`config.mk`:
```
export PLATFORM = sky130hd
export DESIGN_NAME = im2col_nhwc_segment_generator_core
export DESIGN_NICKNAME = d
export VERILOG_FILES = /design/src/isg_pkg.sv /design/src/im2col_nhwc_segment_generator_core.sv /design/src/isg_cfg.sv /design/src/isg_mul.sv
export SDC_FILE = /design/constraint.sdc
export NUM_CORES = 1
export LEC_CHECK = 0
export BUFFER_PORTS_ARGS = -buffer_cell sky130_fd_sc_hd__buf_2
export CAP_MARGIN = 20
export CORE_ASPECT_RATIO = 0.75
export CORE_MARGIN = 3
export CORE_UTILIZATION = 40
export CTS_BUF_LIST = sky130_fd_sc_hd__clkbuf_8
export DETAILED_ROUTE_END_ITERATION = 12
export RECOVER_POWER = 50
export SETUP_SLACK_MARGIN = 0.1
export SLEW_MARGIN = 10
export SYNTH_ARGS = -nofsm -noshare
export SYNTH_HDL_FRONTEND = slang
export SYNTH_HIERARCHICAL = 1
export SYNTH_SLANG_ARGS = --single-unit
```
`constraint.sdc`:
```
create_clock -name aclk -period 24.6 [get_ports aclk]
set_clock_uncertainty 0.15 [all_clocks]
set_input_delay 1.23 -clock aclk [delete_from_list [all_inputs] [get_ports aclk]]
set_output_delay 1.23 -clock aclk [all_outputs]
set_load 0.01 [all_outputs]
```
`src/isg_pkg.sv`:
```
package isg_pkg;

    // Default saturation limits
    localparam int ISG_MAX_SIDE     = 256;
    localparam int ISG_MAX_CHANNELS = 512;
    localparam int ISG_MAX_KERNEL   = 15;

    // Field widths
    localparam int ROW_W     = 8;
    localparam int COL_W     = 8;
    localparam int DEST_W    = 33;
    localparam int SRC_W     = 25;
    localparam int CNT_W     = 13;
    localparam int HEIGHT_W  = 9;
    localparam int WIDTH_W   = 9;
    localparam int CHAN_W    = 10;
    localparam int KERN_W    = 4;
    localparam int SMALL_W   = 4;
    localparam int CFG_IDX_W = 3;
    localparam int CFG_DAT_W = 10;

    // Shared multiplier operand widths
    localparam int MUL_A_W = SRC_W;
    localparam int MUL_B_W = CHAN_W;

    // Stream word widths
    localparam int S_DATA_W = 16;
    localparam int M_DATA_W = 104;

    // Configuration register indexes
    typedef enum logic [CFG_IDX_W-1:0] {
        REG_IN_HEIGHT     = 3'd0,
        REG_IN_WIDTH      = 3'd1,
        REG_CHANNELS      = 3'd2,
        REG_KERNEL_HEIGHT = 3'd3,
        REG_KERNEL_WIDTH  = 3'd4,
        REG_PAD           = 3'd5,
        REG_STRIDE        = 3'd6
    } cfg_reg_t;

    // Saturated configuration as seen by the sequencer
    typedef struct packed {
        logic [HEIGHT_W-1:0] in_height;
        logic [WIDTH_W-1:0]  in_width;
        logic [CHAN_W-1:0]   channels;
        logic [KERN_W-1:0]   kernel_height;
        logic [KERN_W-1:0]   kernel_width;
        logic [SMALL_W-1:0]  pad;
        logic [SMALL_W-1:0]  stride;
    } isg_cfg_t;

endpackage

```
`src/im2col_nhwc_segment_generator_core.sv`:
```
// im2col segment generator for NHWC feature maps.
//
// Input stream (s_): one word per output pixel; tdata holds out_row and
// out_col, tuser holds restart, which zeroes the running destination offset
// before the pixel is processed. Output stream (m_): one copy descriptor per
// kernel row, tlast marks the final row of a pixel.
// Configuration channel (cfg_): register index plus data, always ready;
// write only while the block is idle.
//
// Sequencing: after the accepting edge the block runs ten setup steps,
// M0 to M9, then emits the first descriptor of the pixel, followed by one
// descriptor per cycle while the receiver takes them. The setup is bound
// by the single shared multiplier, which forms nine products per pixel one
// after the other. Source addresses of later rows are stepped by addition.
//
// s_tready is high only while no pixel is in progress. The last descriptor
// sits in an output register, so the next pixel is accepted while it waits.
// A stalled receiver holds the descriptor and pauses the row walk.
// Reset restores the default configuration, clears the running destination
// offset and drops the output valid flag.
module im2col_nhwc_segment_generator_core import isg_pkg::*; #(
    parameter int MAX_SIDE     = ISG_MAX_SIDE,
    parameter int MAX_CHANNELS = ISG_MAX_CHANNELS,
    parameter int MAX_KERNEL   = ISG_MAX_KERNEL
) (
    input  logic                 aclk,
    input  logic                 aresetn,
    // Configuration write channel
    input  logic                 cfg_valid,
    output logic                 cfg_ready,
    input  logic [CFG_IDX_W-1:0] cfg_index,
    input  logic [CFG_DAT_W-1:0] cfg_data,
    // Pixel input
    input  logic                 s_tvalid,
    output logic                 s_tready,
    input  logic [S_DATA_W-1:0]  s_tdata,   // [7:0] out_row, [15:8] out_col
    input  logic                 s_tuser,   // [0] restart
    // Descriptor output
    output logic                 m_tvalid,
    input  logic                 m_tready,
    output logic [M_DATA_W-1:0]  m_tdata,   // [32:0] dest_offset,
                                            // [57:33] source_address,
                                            // [70:58] lead_zeros,
                                            // [83:71] data_count,
                                            // [96:84] trail_zeros, rest 0
    output logic                 m_tlast    // last
);

    localparam int POS_W = 14;  // signed pixel coordinate width

    typedef enum logic [3:0] {
        ST_IDLE, ST_M0, ST_M1, ST_M2, ST_M3, ST_M4, ST_M5,
        ST_M6, ST_M7, ST_M8, ST_M9, ST_EMIT
    } state_t;

    isg_cfg_t cfg;

    logic [MUL_A_W-1:0] mul_a;
    logic [MUL_B_W-1:0] mul_b;
    logic [MUL_A_W-1:0] mul_p;

    state_t state_reg, state_next;
    logic [ROW_W-1:0]  orow_reg, orow_next;
    logic [COL_W-1:0]  ocol_reg, ocol_next;
    logic [DEST_W-1:0] dest_reg, dest_next;
    logic [KERN_W-1:0] k_reg, k_next;
    logic signed [POS_W-1:0] col0_reg, col0_next;
    logic signed [POS_W-1:0] col1_reg, col1_next;
    logic signed [POS_W-1:0] lo_reg, lo_next;
    logic signed [POS_W-1:0] hi_reg, hi_next;
    logic colok_reg, colok_next;
    logic signed [POS_W-1:0] row_reg, row_next;
    logic [CNT_W:0]    seg_reg, seg_next;
    logic [CNT_W-1:0]  lead_reg, lead_next;
    logic [CNT_W-1:0]  data_reg, data_next;
    logic [CNT_W-1:0]  trail_reg, trail_next;
    logic [SRC_W-1:0]  wc_reg, wc_next;
    logic [SRC_W-1:0]  src_reg, src_next;
    logic              m_tvalid_reg, m_tvalid_next;
    logic              m_tlast_reg, m_tlast_next;
    logic [M_DATA_W-1:0] m_tdata_reg, m_tdata_next;

    logic signed [POS_W-1:0] pos_c, col1_c, lo_c, hi_c, w_pos;
    logic signed [POS_W-1:0] lead_span, data_span, trail_span;
    logic              out_free, row_ok, seg_ok, emit_fire;
    logic [SRC_W-1:0]  out_src;
    logic [CNT_W-1:0]  out_lead, out_data, out_trail;

    isg_cfg #(
        .MAX_SIDE     (MAX_SIDE),
        .MAX_CHANNELS (MAX_CHANNELS),
        .MAX_KERNEL   (MAX_KERNEL)
    ) u_cfg (
        .aclk      (aclk),
        .aresetn   (aresetn),
        .cfg_valid (cfg_valid),
        .cfg_ready (cfg_ready),
        .cfg_index (cfg_index),
        .cfg_data  (cfg_data),
        .cfg       (cfg)
    );

    isg_mul u_mul (
        .aclk (aclk),
        .op_a (mul_a),
        .op_b (mul_b),
        .prod (mul_p)
    );

    // Coordinate from a position product: pos*stride - pad
    assign pos_c  = signed'({1'b0, mul_p[POS_W-2:0]}) -
                    signed'({{(POS_W-SMALL_W){1'b0}}, cfg.pad});
    assign col1_c = pos_c + signed'({{(POS_W-KERN_W){1'b0}}, cfg.kernel_width});
    assign w_pos  = signed'({{(POS_W-WIDTH_W){1'b0}}, cfg.in_width});
    assign lo_c   = pos_c[POS_W-1] ? '0 : pos_c;
    assign hi_c   = (col1_c > w_pos) ? w_pos : col1_c;

    assign lead_span  = lo_reg - col0_reg;
    assign data_span  = hi_reg - lo_reg;
    assign trail_span = col1_reg - hi_reg;

    // Shared multiplier operand select
    always_comb begin
        mul_a = '0;
        mul_b = '0;
        case (state_reg)
            ST_M0: begin
                mul_a = MUL_A_W'(ocol_reg);
                mul_b = MUL_B_W'(cfg.stride);
            end
            ST_M1: begin
                mul_a = MUL_A_W'(orow_reg);
                mul_b = MUL_B_W'(cfg.stride);
            end
            ST_M2: begin
                mul_a = MUL_A_W'(cfg.kernel_width);
                mul_b = cfg.channels;
            end
            ST_M3: begin
                mul_a = {{(MUL_A_W-POS_W){lead_span[POS_W-1]}}, lead_span};
                mul_b = cfg.channels;
            end
            ST_M4: begin
                mul_a = {{(MUL_A_W-POS_W){data_span[POS_W-1]}}, data_span};
                mul_b = cfg.channels;
            end
            ST_M5: begin
                mul_a = {{(MUL_A_W-POS_W){trail_span[POS_W-1]}}, trail_span};
                mul_b = cfg.channels;
            end
            ST_M6: begin
                mul_a = MUL_A_W'(cfg.in_width);
                mul_b = cfg.channels;
            end
            ST_M7: begin
                mul_a = {{(MUL_A_W-POS_W){row_reg[POS_W-1]}}, row_reg};
                mul_b = MUL_B_W'(cfg.in_width);
            end
            ST_M8: begin
                // first-row pixel index plus left column, times channels
                mul_a = mul_p + {{(MUL_A_W-POS_W){1'b0}}, lo_reg};
                mul_b = cfg.channels;
            end
            default: ;
        endcase
    end

    // Descriptor fields for the current kernel row
    assign row_ok = !row_reg[POS_W-1] &&
                    (row_reg < signed'({{(POS_W-HEIGHT_W){1'b0}}, cfg.in_height}));
    assign seg_ok    = row_ok && colok_reg;
    assign out_src   = seg_ok ? src_reg : '0;
    assign out_lead  = seg_ok ? lead_reg : seg_reg[CNT_W-1:0];
    assign out_data  = seg_ok ? data_reg : '0;
    assign out_trail = seg_ok ? trail_reg : '0;

    assign out_free  = !m_tvalid_reg || m_tready;
    assign emit_fire = (state_reg == ST_EMIT) && out_free;

    // Sequencer
    always_comb begin
        state_next    = state_reg;
        orow_next     = orow_reg;
        ocol_next     = ocol_reg;
        dest_next     = dest_reg;
        k_next        = k_reg;
        col0_next     = col0_reg;
        col1_next     = col1_reg;
        lo_next       = lo_reg;
        hi_next       = hi_reg;
        colok_next    = colok_reg;
        row_next      = row_reg;
        seg_next      = seg_reg;
        lead_next     = lead_reg;
        data_next     = data_reg;
        trail_next    = trail_reg;
        wc_next       = wc_reg;
        src_next      = src_reg;
        m_tvalid_next = m_tvalid_reg && !m_tready;
        m_tlast_next  = m_tlast_reg;
        m_tdata_next  = m_tdata_reg;

        case (state_reg)
            ST_IDLE: begin
                if (s_tvalid) begin
                    orow_next  = s_tdata[ROW_W-1:0];
                    ocol_next  = s_tdata[ROW_W+COL_W-1:ROW_W];
                    k_next     = '0;
                    if (s_tuser) begin
                        dest_next = '0;
                    end
                    state_next = ST_M0;
                end
            end
            ST_M0: state_next = ST_M1;
            ST_M1: begin
                col0_next  = pos_c;
                col1_next  = col1_c;
                lo_next    = lo_c;
                hi_next    = hi_c;
                colok_next = hi_c > lo_c;
                state_next = ST_M2;
            end
            ST_M2: begin
                row_next   = pos_c;
                state_next = ST_M3;
            end
            ST_M3: begin
                seg_next   = mul_p[CNT_W:0];
                state_next = ST_M4;
            end
            ST_M4: begin
                lead_next  = mul_p[CNT_W-1:0];
                state_next = ST_M5;
            end
            ST_M5: begin
                data_next  = mul_p[CNT_W-1:0];
                state_next = ST_M6;
            end
            ST_M6: begin
                trail_next = mul_p[CNT_W-1:0];
                state_next = ST_M7;
            end
            ST_M7: begin
                wc_next    = mul_p;
                state_next = ST_M8;
            end
            ST_M8: state_next = ST_M9;
            ST_M9: begin
                src_next   = mul_p;
                state_next = (cfg.kernel_height == '0) ? ST_IDLE : ST_EMIT;
            end
            ST_EMIT: begin
                if (out_free) begin
                    m_tvalid_next = 1'b1;
                    m_tlast_next  = (k_reg == cfg.kernel_height - KERN_W'(1));
                    m_tdata_next  = {{(M_DATA_W-DEST_W-SRC_W-3*CNT_W){1'b0}},
                                     out_trail, out_data, out_lead, out_src, dest_reg};
                    dest_next = dest_reg + {{(DEST_W-CNT_W-1){1'b0}}, seg_reg};
                    src_next  = src_reg + wc_reg;
                    row_next  = row_reg + POS_W'(1);
                    k_next    = k_reg + KERN_W'(1);
                    if (k_reg == cfg.kernel_height - KERN_W'(1)) begin
                        state_next = ST_IDLE;
                    end
                end
            end
            default: state_next = ST_IDLE;
        endcase
    end

    always_ff @(posedge aclk) begin
        if (!aresetn) begin
            state_reg    <= ST_IDLE;
            dest_reg     <= '0;
            k_reg        <= '0;
            orow_reg     <= '0;
            ocol_reg     <= '0;
            m_tvalid_reg <= 1'b0;
        end else begin
            state_reg    <= state_next;
            dest_reg     <= dest_next;
            k_reg        <= k_next;
            orow_reg     <= orow_next;
            ocol_reg     <= ocol_next;
            m_tvalid_reg <= m_tvalid_next;
        end
        col0_reg    <= col0_next;
        col1_reg    <= col1_next;
        lo_reg      <= lo_next;
        hi_reg      <= hi_next;
        colok_reg   <= colok_next;
        row_reg     <= row_next;
        seg_reg     <= seg_next;
        lead_reg    <= lead_next;
        data_reg    <= data_next;
        trail_reg   <= trail_next;
        wc_reg      <= wc_next;
        src_reg     <= src_next;
        m_tlast_reg <= m_tlast_next;
        m_tdata_reg <= m_tdata_next;
    end

    assign s_tready = (state_reg == ST_IDLE);
    assign m_tvalid = m_tvalid_reg;
    assign m_tlast  = m_tlast_reg;
    assign m_tdata  = m_tdata_reg;

    // One pixel at a time: no second word right after an accepted one
    a_one_pixel: assert property (@(posedge aclk) disable iff (!aresetn)
        s_tvalid && s_tready |=> !s_tready)
        else $error("input accepted twice in a row");

    // Row walk never runs past the kernel height
    a_row_bound: assert property (@(posedge aclk) disable iff (!aresetn)
        state_reg == ST_EMIT |-> k_reg < cfg.kernel_height)
        else $error("kernel row count past kernel height");

    // Zeros and data of every descriptor fill exactly one segment
    a_seg_fill: assert property (@(posedge aclk) disable iff (!aresetn)
        emit_fire |=> CNT_W'(m_tdata[70:58] + m_tdata[83:71] + m_tdata[96:84])
                      == $past(seg_reg[CNT_W-1:0]))
        else $error("descriptor counts do not add up to the segment");

    // No copied data means no source address
    a_src_zero: assert property (@(posedge aclk) disable iff (!aresetn)
        m_tvalid && (m_tdata[83:71] == '0) |-> m_tdata[57:33] == '0)
        else $error("source address without copied data");

    // Last flag on the word that ends the row walk, with input ready again
    a_last_end: assert property (@(posedge aclk) disable iff (!aresetn)
        emit_fire && (k_reg == cfg.kernel_height - KERN_W'(1)) |=>
            m_tlast && s_tready)
        else $error("last flag out of step with the row walk");

endmodule

```
`src/isg_cfg.sv`:
```
module isg_cfg import isg_pkg::*; #(
    parameter int MAX_SIDE     = ISG_MAX_SIDE,
    parameter int MAX_CHANNELS = ISG_MAX_CHANNELS,
    parameter int MAX_KERNEL   = ISG_MAX_KERNEL
) (
    input  logic                 aclk,
    input  logic                 aresetn,
    input  logic                 cfg_valid,
    output logic                 cfg_ready,
    input  logic [CFG_IDX_W-1:0] cfg_index,
    input  logic [CFG_DAT_W-1:0] cfg_data,
    output isg_cfg_t             cfg
);

    logic [HEIGHT_W-1:0] in_height_reg;
    logic [WIDTH_W-1:0]  in_width_reg;
    logic [CHAN_W-1:0]   channels_reg;
    logic [KERN_W-1:0]   kernel_height_reg;
    logic [KERN_W-1:0]   kernel_width_reg;
    logic [SMALL_W-1:0]  pad_reg;
    logic [SMALL_W-1:0]  stride_reg;

    assign cfg_ready = 1'b1;

    // Register file, writes masked to each register's width
    always_ff @(posedge aclk) begin
        if (!aresetn) begin
            in_height_reg     <= HEIGHT_W'(1);
            in_width_reg      <= WIDTH_W'(1);
            channels_reg      <= CHAN_W'(1);
            kernel_height_reg <= KERN_W'(1);
            kernel_width_reg  <= KERN_W'(1);
            pad_reg           <= '0;
            stride_reg        <= SMALL_W'(1);
        end else if (cfg_valid && cfg_ready) begin
            case (cfg_reg_t'(cfg_index))
                REG_IN_HEIGHT:     in_height_reg     <= cfg_data[HEIGHT_W-1:0];
                REG_IN_WIDTH:      in_width_reg      <= cfg_data[WIDTH_W-1:0];
                REG_CHANNELS:      channels_reg      <= cfg_data[CHAN_W-1:0];
                REG_KERNEL_HEIGHT: kernel_height_reg <= cfg_data[KERN_W-1:0];
                REG_KERNEL_WIDTH:  kernel_width_reg  <= cfg_data[KERN_W-1:0];
                REG_PAD:           pad_reg           <= cfg_data[SMALL_W-1:0];
                REG_STRIDE:        stride_reg        <= cfg_data[SMALL_W-1:0];
                default: ;
            endcase
        end
    end

    // Saturate oversized sizes and kernel settings to the build limits; pad and stride pass through
    always_comb begin
        cfg.in_height = (32'(in_height_reg) > MAX_SIDE) ?
                        HEIGHT_W'(MAX_SIDE) : in_height_reg;
        cfg.in_width  = (32'(in_width_reg) > MAX_SIDE) ?
                        WIDTH_W'(MAX_SIDE) : in_width_reg;
        cfg.channels  = (32'(channels_reg) > MAX_CHANNELS) ?
                        CHAN_W'(MAX_CHANNELS) : channels_reg;
        cfg.kernel_height = (32'(kernel_height_reg) > MAX_KERNEL) ?
                            KERN_W'(MAX_KERNEL) : kernel_height_reg;
        cfg.kernel_width  = (32'(kernel_width_reg) > MAX_KERNEL) ?
                            KERN_W'(MAX_KERNEL) : kernel_width_reg;
        cfg.pad    = pad_reg;
        cfg.stride = stride_reg;
    end

endmodule

```
`src/isg_mul.sv`:
```
module isg_mul import isg_pkg::*; (
    input  logic               aclk,
    input  logic [MUL_A_W-1:0] op_a,
    input  logic [MUL_B_W-1:0] op_b,
    output logic [MUL_A_W-1:0] prod
);

    logic [MUL_A_W+MUL_B_W-1:0] full;
    logic [MUL_A_W-1:0]         prod_reg;

    // Product modulo 2^MUL_A_W; a two's complement op_a wraps correctly
    assign full = {{MUL_B_W{1'b0}}, op_a} * {{MUL_A_W{1'b0}}, op_b};

    always_ff @(posedge aclk) begin
        prod_reg <= full[MUL_A_W-1:0];
    end

    assign prod = prod_reg;

endmodule
```
Yosys cells after proc, flatten, opt, wreduce, memory -nomap -nowiden
Cells that the tools add are included.
- register bits after elaboration: 399
- memories: 0
- RAM bits: 0
- memory bits (read-only): 0
- bits in latches: 0
- input bits: 35
- word-level logic and storage cells: 124
- equality and inequality tests: 22
- reductions and logical operators: 29
- add/sub/neg operators: 11
- order comparisons: 6
- mux-type cells: 26
- $mul: 1
- divide/modulo/power cells: 0
- shift-type cells: 0
- bitwise logic cells: 0
- operator list (kind ; count):
    $pmux 25 s9 ; 1
    $mux 33 ; 3
    $pmux 33 s2 ; 1
    $pmux 25 s2 ; 1
    $pmux 4 s12 ; 1
    $sub 14x14->14 ; 3
    $add 33x14->33 ; 1
    $pmux 10 s3 ; 1
    $mux 14 ; 2
    $pmux 14 s2 ; 1
    $mux 13 ; 2
    $add 25x14->25 ; 1
    $add 25x25->25 ; 1
    $mul 25x10->25 ; 1
    $mux 25 ; 1
    $mux 4 ; 6
    $reduce_and 2->1 ; 11
    $gt 9x9->1 const B ; 2
    $mux 9 ; 2
    $eq 4x3->1 const B ; 4
    $eq 4x4->1 const B ; 4
    $add 14x2->14 const B ; 1
    $add 14x5->14 ; 1
    $gt 14x10->1 ; 1
    27 further kinds ; 42

Longest topological paths before layout
- depth in word-level cells: 6
- depth in mapped cells: 31
- depth with buffers taken out: 30

Hierarchy
Netlist, hierarchy kept.
- by module, submodules not included (module ; instances ; area an instance (um^2) ; cells an instance ; sequential area each (um^2)):
    im2col_nhwc_segment_generator_core ; 1 ; 19288.5 ; 1863 ; 9298.9
    isg_mul ; 1 ; 6463.7 ; 715 ; 500.5
    isg_cfg ; 1 ; 1849.3 ; 192 ; 880.8

Least setup slack after synthesis
No wires, ideal clock.
- path type: register to register
- from: reg state_reg[0]
- to: reg u_mul.prod_reg[17] (netlist: u_mul/prod[17])
- arrival: 10.305 ns
- setup slack: 14.025 ns
- period minus slack after synthesis: 10.575 ns
- cell stages (with the launch flop): 28
- cells stage by stage: dfxtp_1 clkbuf_1 nor2_1 inv_1 nor3b_1 a22oi_1 o21ai_0 a21oi_1 o311a_1 nand2_1 clkbuf_1 nand2_1 fa_1 inv_1 fa_1 inv_1 fa_1 inv_1 fa_1 inv_1 fa_1 inv_1 ha_1 a211o_1 o31ai_2 a21oi_2 o31a_1 o31a_1
- elaborated cells between the ends (all ways): 14
- RTL lines (element ; line ; RTL):
    start, declared ; im2col_nhwc_segment_generator_core.sv:62 ; state_t state_reg, state_next;
    start signal, assigned ; im2col_nhwc_segment_generator_core.sv:281 ; state_reg <= state_next;
    $eq 4x4->1 (tied with other cells) ; im2col_nhwc_segment_generator_core.sv:126 ; case (state_reg)
    $pmux 25 s9 * ; im2col_nhwc_segment_generator_core.sv:126 ;
    via mul_a[7] ; im2col_nhwc_segment_generator_core.sv:58 ; logic [MUL_A_W-1:0] mul_a;
    $mul 25x10->25 * ; isg_mul.sv:12 ; assign full = {{MUL_B_W{1'b0}}, op_a} * {{MUL_A_W{1'b0}}, op_b};
    via u_mul.full[17] ; isg_mul.sv:8 ; logic [MUL_A_W+MUL_B_W-1:0] full;
    end signal, assigned ; isg_mul.sv:15 ; prod_reg <= full[MUL_A_W-1:0];
    end, declared ; isg_mul.sv:9 ; logic [MUL_A_W-1:0] prod_reg;
The timed path passes the listed nets; every way through them passes the cells marked *.
A chain may end at the register's enable or synchronous reset.

Worst setup path in the final report
- from: reg state_reg[0]
- to: reg u_mul.prod_reg[24] (netlist: u_mul/prod[24])
The elaborated chain is that of the path after synthesis.

==> reports/results.ini <==
[timing]
hold_viol=0
max_freq_ghz=0.112
min_period_ns=8.96
final_max_slew_viol_count=269
fin_crit_sh=0.364
finalSetupTns_ns=0
rsz0062_at_grt=no
whs_ns=0.309
relSlewSlack=-1.51
finalSetupViolCount=0
worst_slew_pin_slew_ns=3.76

[status]
status=finished with violations
violations=capacitance limit, slew limit

[die]
die-area_um2=72200
fp-row-count=82
fp.dieH_um=233
start_util=0.409
core-area_um2=67500
dieWidth_um=309
pin_count=143

[power]
combPwrFrac=0.473
p_int_uw=1690
p_sw_frac=0.440
leakage_uw=0.0128
power.density_nw_per_um2=99.3
p_sw_uw=1330
p_seq_frac=0.328
power_frac_clock=0.199
ir_worst_vdd_mv=0.0659

[setup_path]
required_ns=24.98
crit_buf_inv=3
crit_slowest_cell=clkinv_1
ff2ff_setup_slack_ns=15.64
worstReg2RegEnd=u_mul/prod[24]$_DFF_P_
worstPathMaxFanout=22
r2r_start=state_reg[0]$_SDFFE_PN0P_
max_stage_delay_ns=0.91
end_kind=flop
worst-setup-path-type=reg -> reg
start_kind=flop
crit_family=adder cells
ff2ff_path_depth=25
worstPathArrival_ns=9.33

[cts]
ctsHoldBuffers=0
cts_resized=0
cts_setup_buffers=0
numCtsBuffers=68
htree_levels=3
clock_latency_ns=0.66
cts_tree=built
cts_max_path_buffers=3
clk_pin_slew_ns=0.07
clock-root-buffer=clkbuf_8
clock-sinks=398

[placed_design]
port_buffers=134
place_area_um2=29100
dpl.cell_count=3692
place_congestion=0.965
place_hpwl_mm=58.3

[finish]
fin_util=0.449
antenna_cells=0
final_cell_mix=inv_1, nand2_1, edfxtp_1
area_delta_synth_final_pct=9.82
design_area_um2=30300
largest_reg_flops=97
final_common_cell=inv_1
nFillCells=6416
finalNonFillerCells=3813
drive_above_1_share=0.0781
nets=3238

[synth]
yosysTopAreaCellShare=0.295
syn_avg_cell_area_um2=9.96
syn-cell-area_um2=27600
async_flop_share=0
ys_ff_latch=398
ys_seq_area_frac=0.387
yosys-top-cells-area=edfxtp_1, fa_1, dfxtp_1, ha_1, inv_1
synth-main-ff-cell=edfxtp_1
synth-edff-count=271
syn-instance-count=2770
ys_warn_count=6
ys_types=97
yosysTopAreaCell=edfxtp_1

[detailed_routing]
ant_nets=0
drt_iter0_drc=2164
via_per_inst=5.50
drcViolationCount=0
drt-pass1-iter-count=6
vias=21000
wirelength_mm=77.7
avgRoutedWirePerCell_um=20.4

[worst_hold_path]
hold_start=u_cfg/channels_reg[6]$_SDFFE_PN0P_
hold_path_class=reg -> reg
whs_path_depth=2
hold_end=u_cfg/channels_reg[6]$_SDFFE_PN0P_

[global_routing]
grt_usage=0.215
grt_pass1_wl_mm=121
grt-ovfl-total=0
grt_pass1_vias=20600
grt_antenna_before_repair=1
grt_max_degree=94

[job]
cap_violations=6

## per-stage QoR
| stage | power [uW] | setup slack (ns) |
|---|---|---|
| 2_1_floorplan | 1930 | 14.03 |
| 3_3_place_gp | 2340 | 16.04 |
| 3_5_place_dp | 2380 | 15.81 |
| 4_1_cts | 2990 | 15.78 |
| 5_1_grt | 3190 | 15.12 |
| 6_report | 3010 | 15.64 |
## cell type report
class / count / area [um^2] / area share
clock buffers: 75 / 1030 / 0.0341
multi-input cells: 1916 / 15200 / 0.501
inverters: 334 / 1260 / 0.0414
repair buffers: 165 / 757 / 0.0250
flip-flops and latches: 398 / 10700 / 0.352
clock inverters: 43 / 297 / 0.00978
well taps: 882 / 1100 / 0.0364
## power by group through the flow
stage	Clock, uW	Combinational [uW]	Sequential (uW)
2_1_floorplan	0	995	931
3_3_place_gp	0	1350	992
3_5_place_dp	0	1390	995
4_1_cts	614	1400	982
5_1_grt	643	1550	998
6_report	599	1420	988
## how the worst max path moves through the flow
stage / startpoint / to / slack [ns] / depth (start not counted)
2_1_floorplan: state_reg[0]$_SDFFE_PN0P_ / u_mul/prod[17]$_DFF_P_ / 14.03 / 27
3_3_place_gp: state_reg[0]$_SDFFE_PN0P_ / u_mul/prod[24]$_DFF_P_ / 16.04 / 25
3_5_place_dp: state_reg[0]$_SDFFE_PN0P_ / u_mul/prod[24]$_DFF_P_ / 15.81 / 25
4_1_cts: state_reg[0]$_SDFFE_PN0P_ / u_mul/prod[24]$_DFF_P_ / 15.78 / 25
5_1_grt: state_reg[0]$_SDFFE_PN0P_ / u_mul/prod[23]$_DFF_P_ / 15.12 / 24
6_report: state_reg[0]$_SDFFE_PN0P_ / u_mul/prod[24]$_DFF_P_ / 15.64 / 25
## per-layer routing
layer | vias to the layer above | share of wire | routed length (um) | GRT usage
met2 | 792 | 0.42 | 32500 | 0.315
met1 | 10300 | 0.50 | 38500 | 0.335
met5 | - | 0 | 0 | 0
li1 | 9804 | - | - | -
met4 | 0 | 0.013 | 1050 | 0.0429
met3 | 86 | 0.073 | 5660 | 0.0331
## cells by family (layout without fill, tap and decap cells)
| family | after synthesis | after routing | synth area share |
|---|---|---|---|
| AO/OA/AOI/OAI | 547 | 547 | 0.138 |
| XOR/XNOR | 144 | 144 | 0.0457 |
| adder cells (fa/ha/maj) | 320 | 320 | 0.186 |
| buffers and inverters | 462 | 617 | 0.0647 |
| flip-flops | 398 | 398 | 0.387 |
| multiplexers | 82 | 82 | 0.0309 |
| other | 2 | 8 | 0.000272 |
| AND/OR/NAND/NOR | 815 | 815 | 0.148 |
## worst reg2reg max path: stages, from the launching register on
cell and delay [ns]:
dfxtp_1 0.69, nor2_1 0.15, nand2_1 0.44, clkinv_1 0.91, nand3_1 0.35, nand3_1 0.11, a21oi_1 0.12, nand3_1 0.13
a211oi_2 0.66, nand3_1 0.60, and2_1 0.38, fa_1 0.51, fa_1 0.57, fa_1 0.43, fa_1 0.50, inv_1 0.05
fa_1 0.47, inv_1 0.04, ha_1 0.34, nand3_1 0.19, nor2_1 0.13, a221oi_4 0.29, o41ai_4 0.15, o31ai_4 0.25
o21ai_2 0.10, xnor2_1 0.13
## cells in the mapped netlist (all sizes together) (18+ instances only)
cell type  number
inv           332
nand2         318
edfxtp        271
ha            170
fa            150
dfxtp         127
and2          117
clkbuf        110
a21oi         108
nor2          102
o21ai         101
xnor2          98
a211oi         73
nor2b          64
mux2i          56
a21o           48
nand3          46
xor2           46
nor3           35
o21a           28
mux2           26
a22oi          25
a21boi         23
nand2b         19
nand4          19
buf            18
Note: power is estimated with default switching activity, not from simulation.
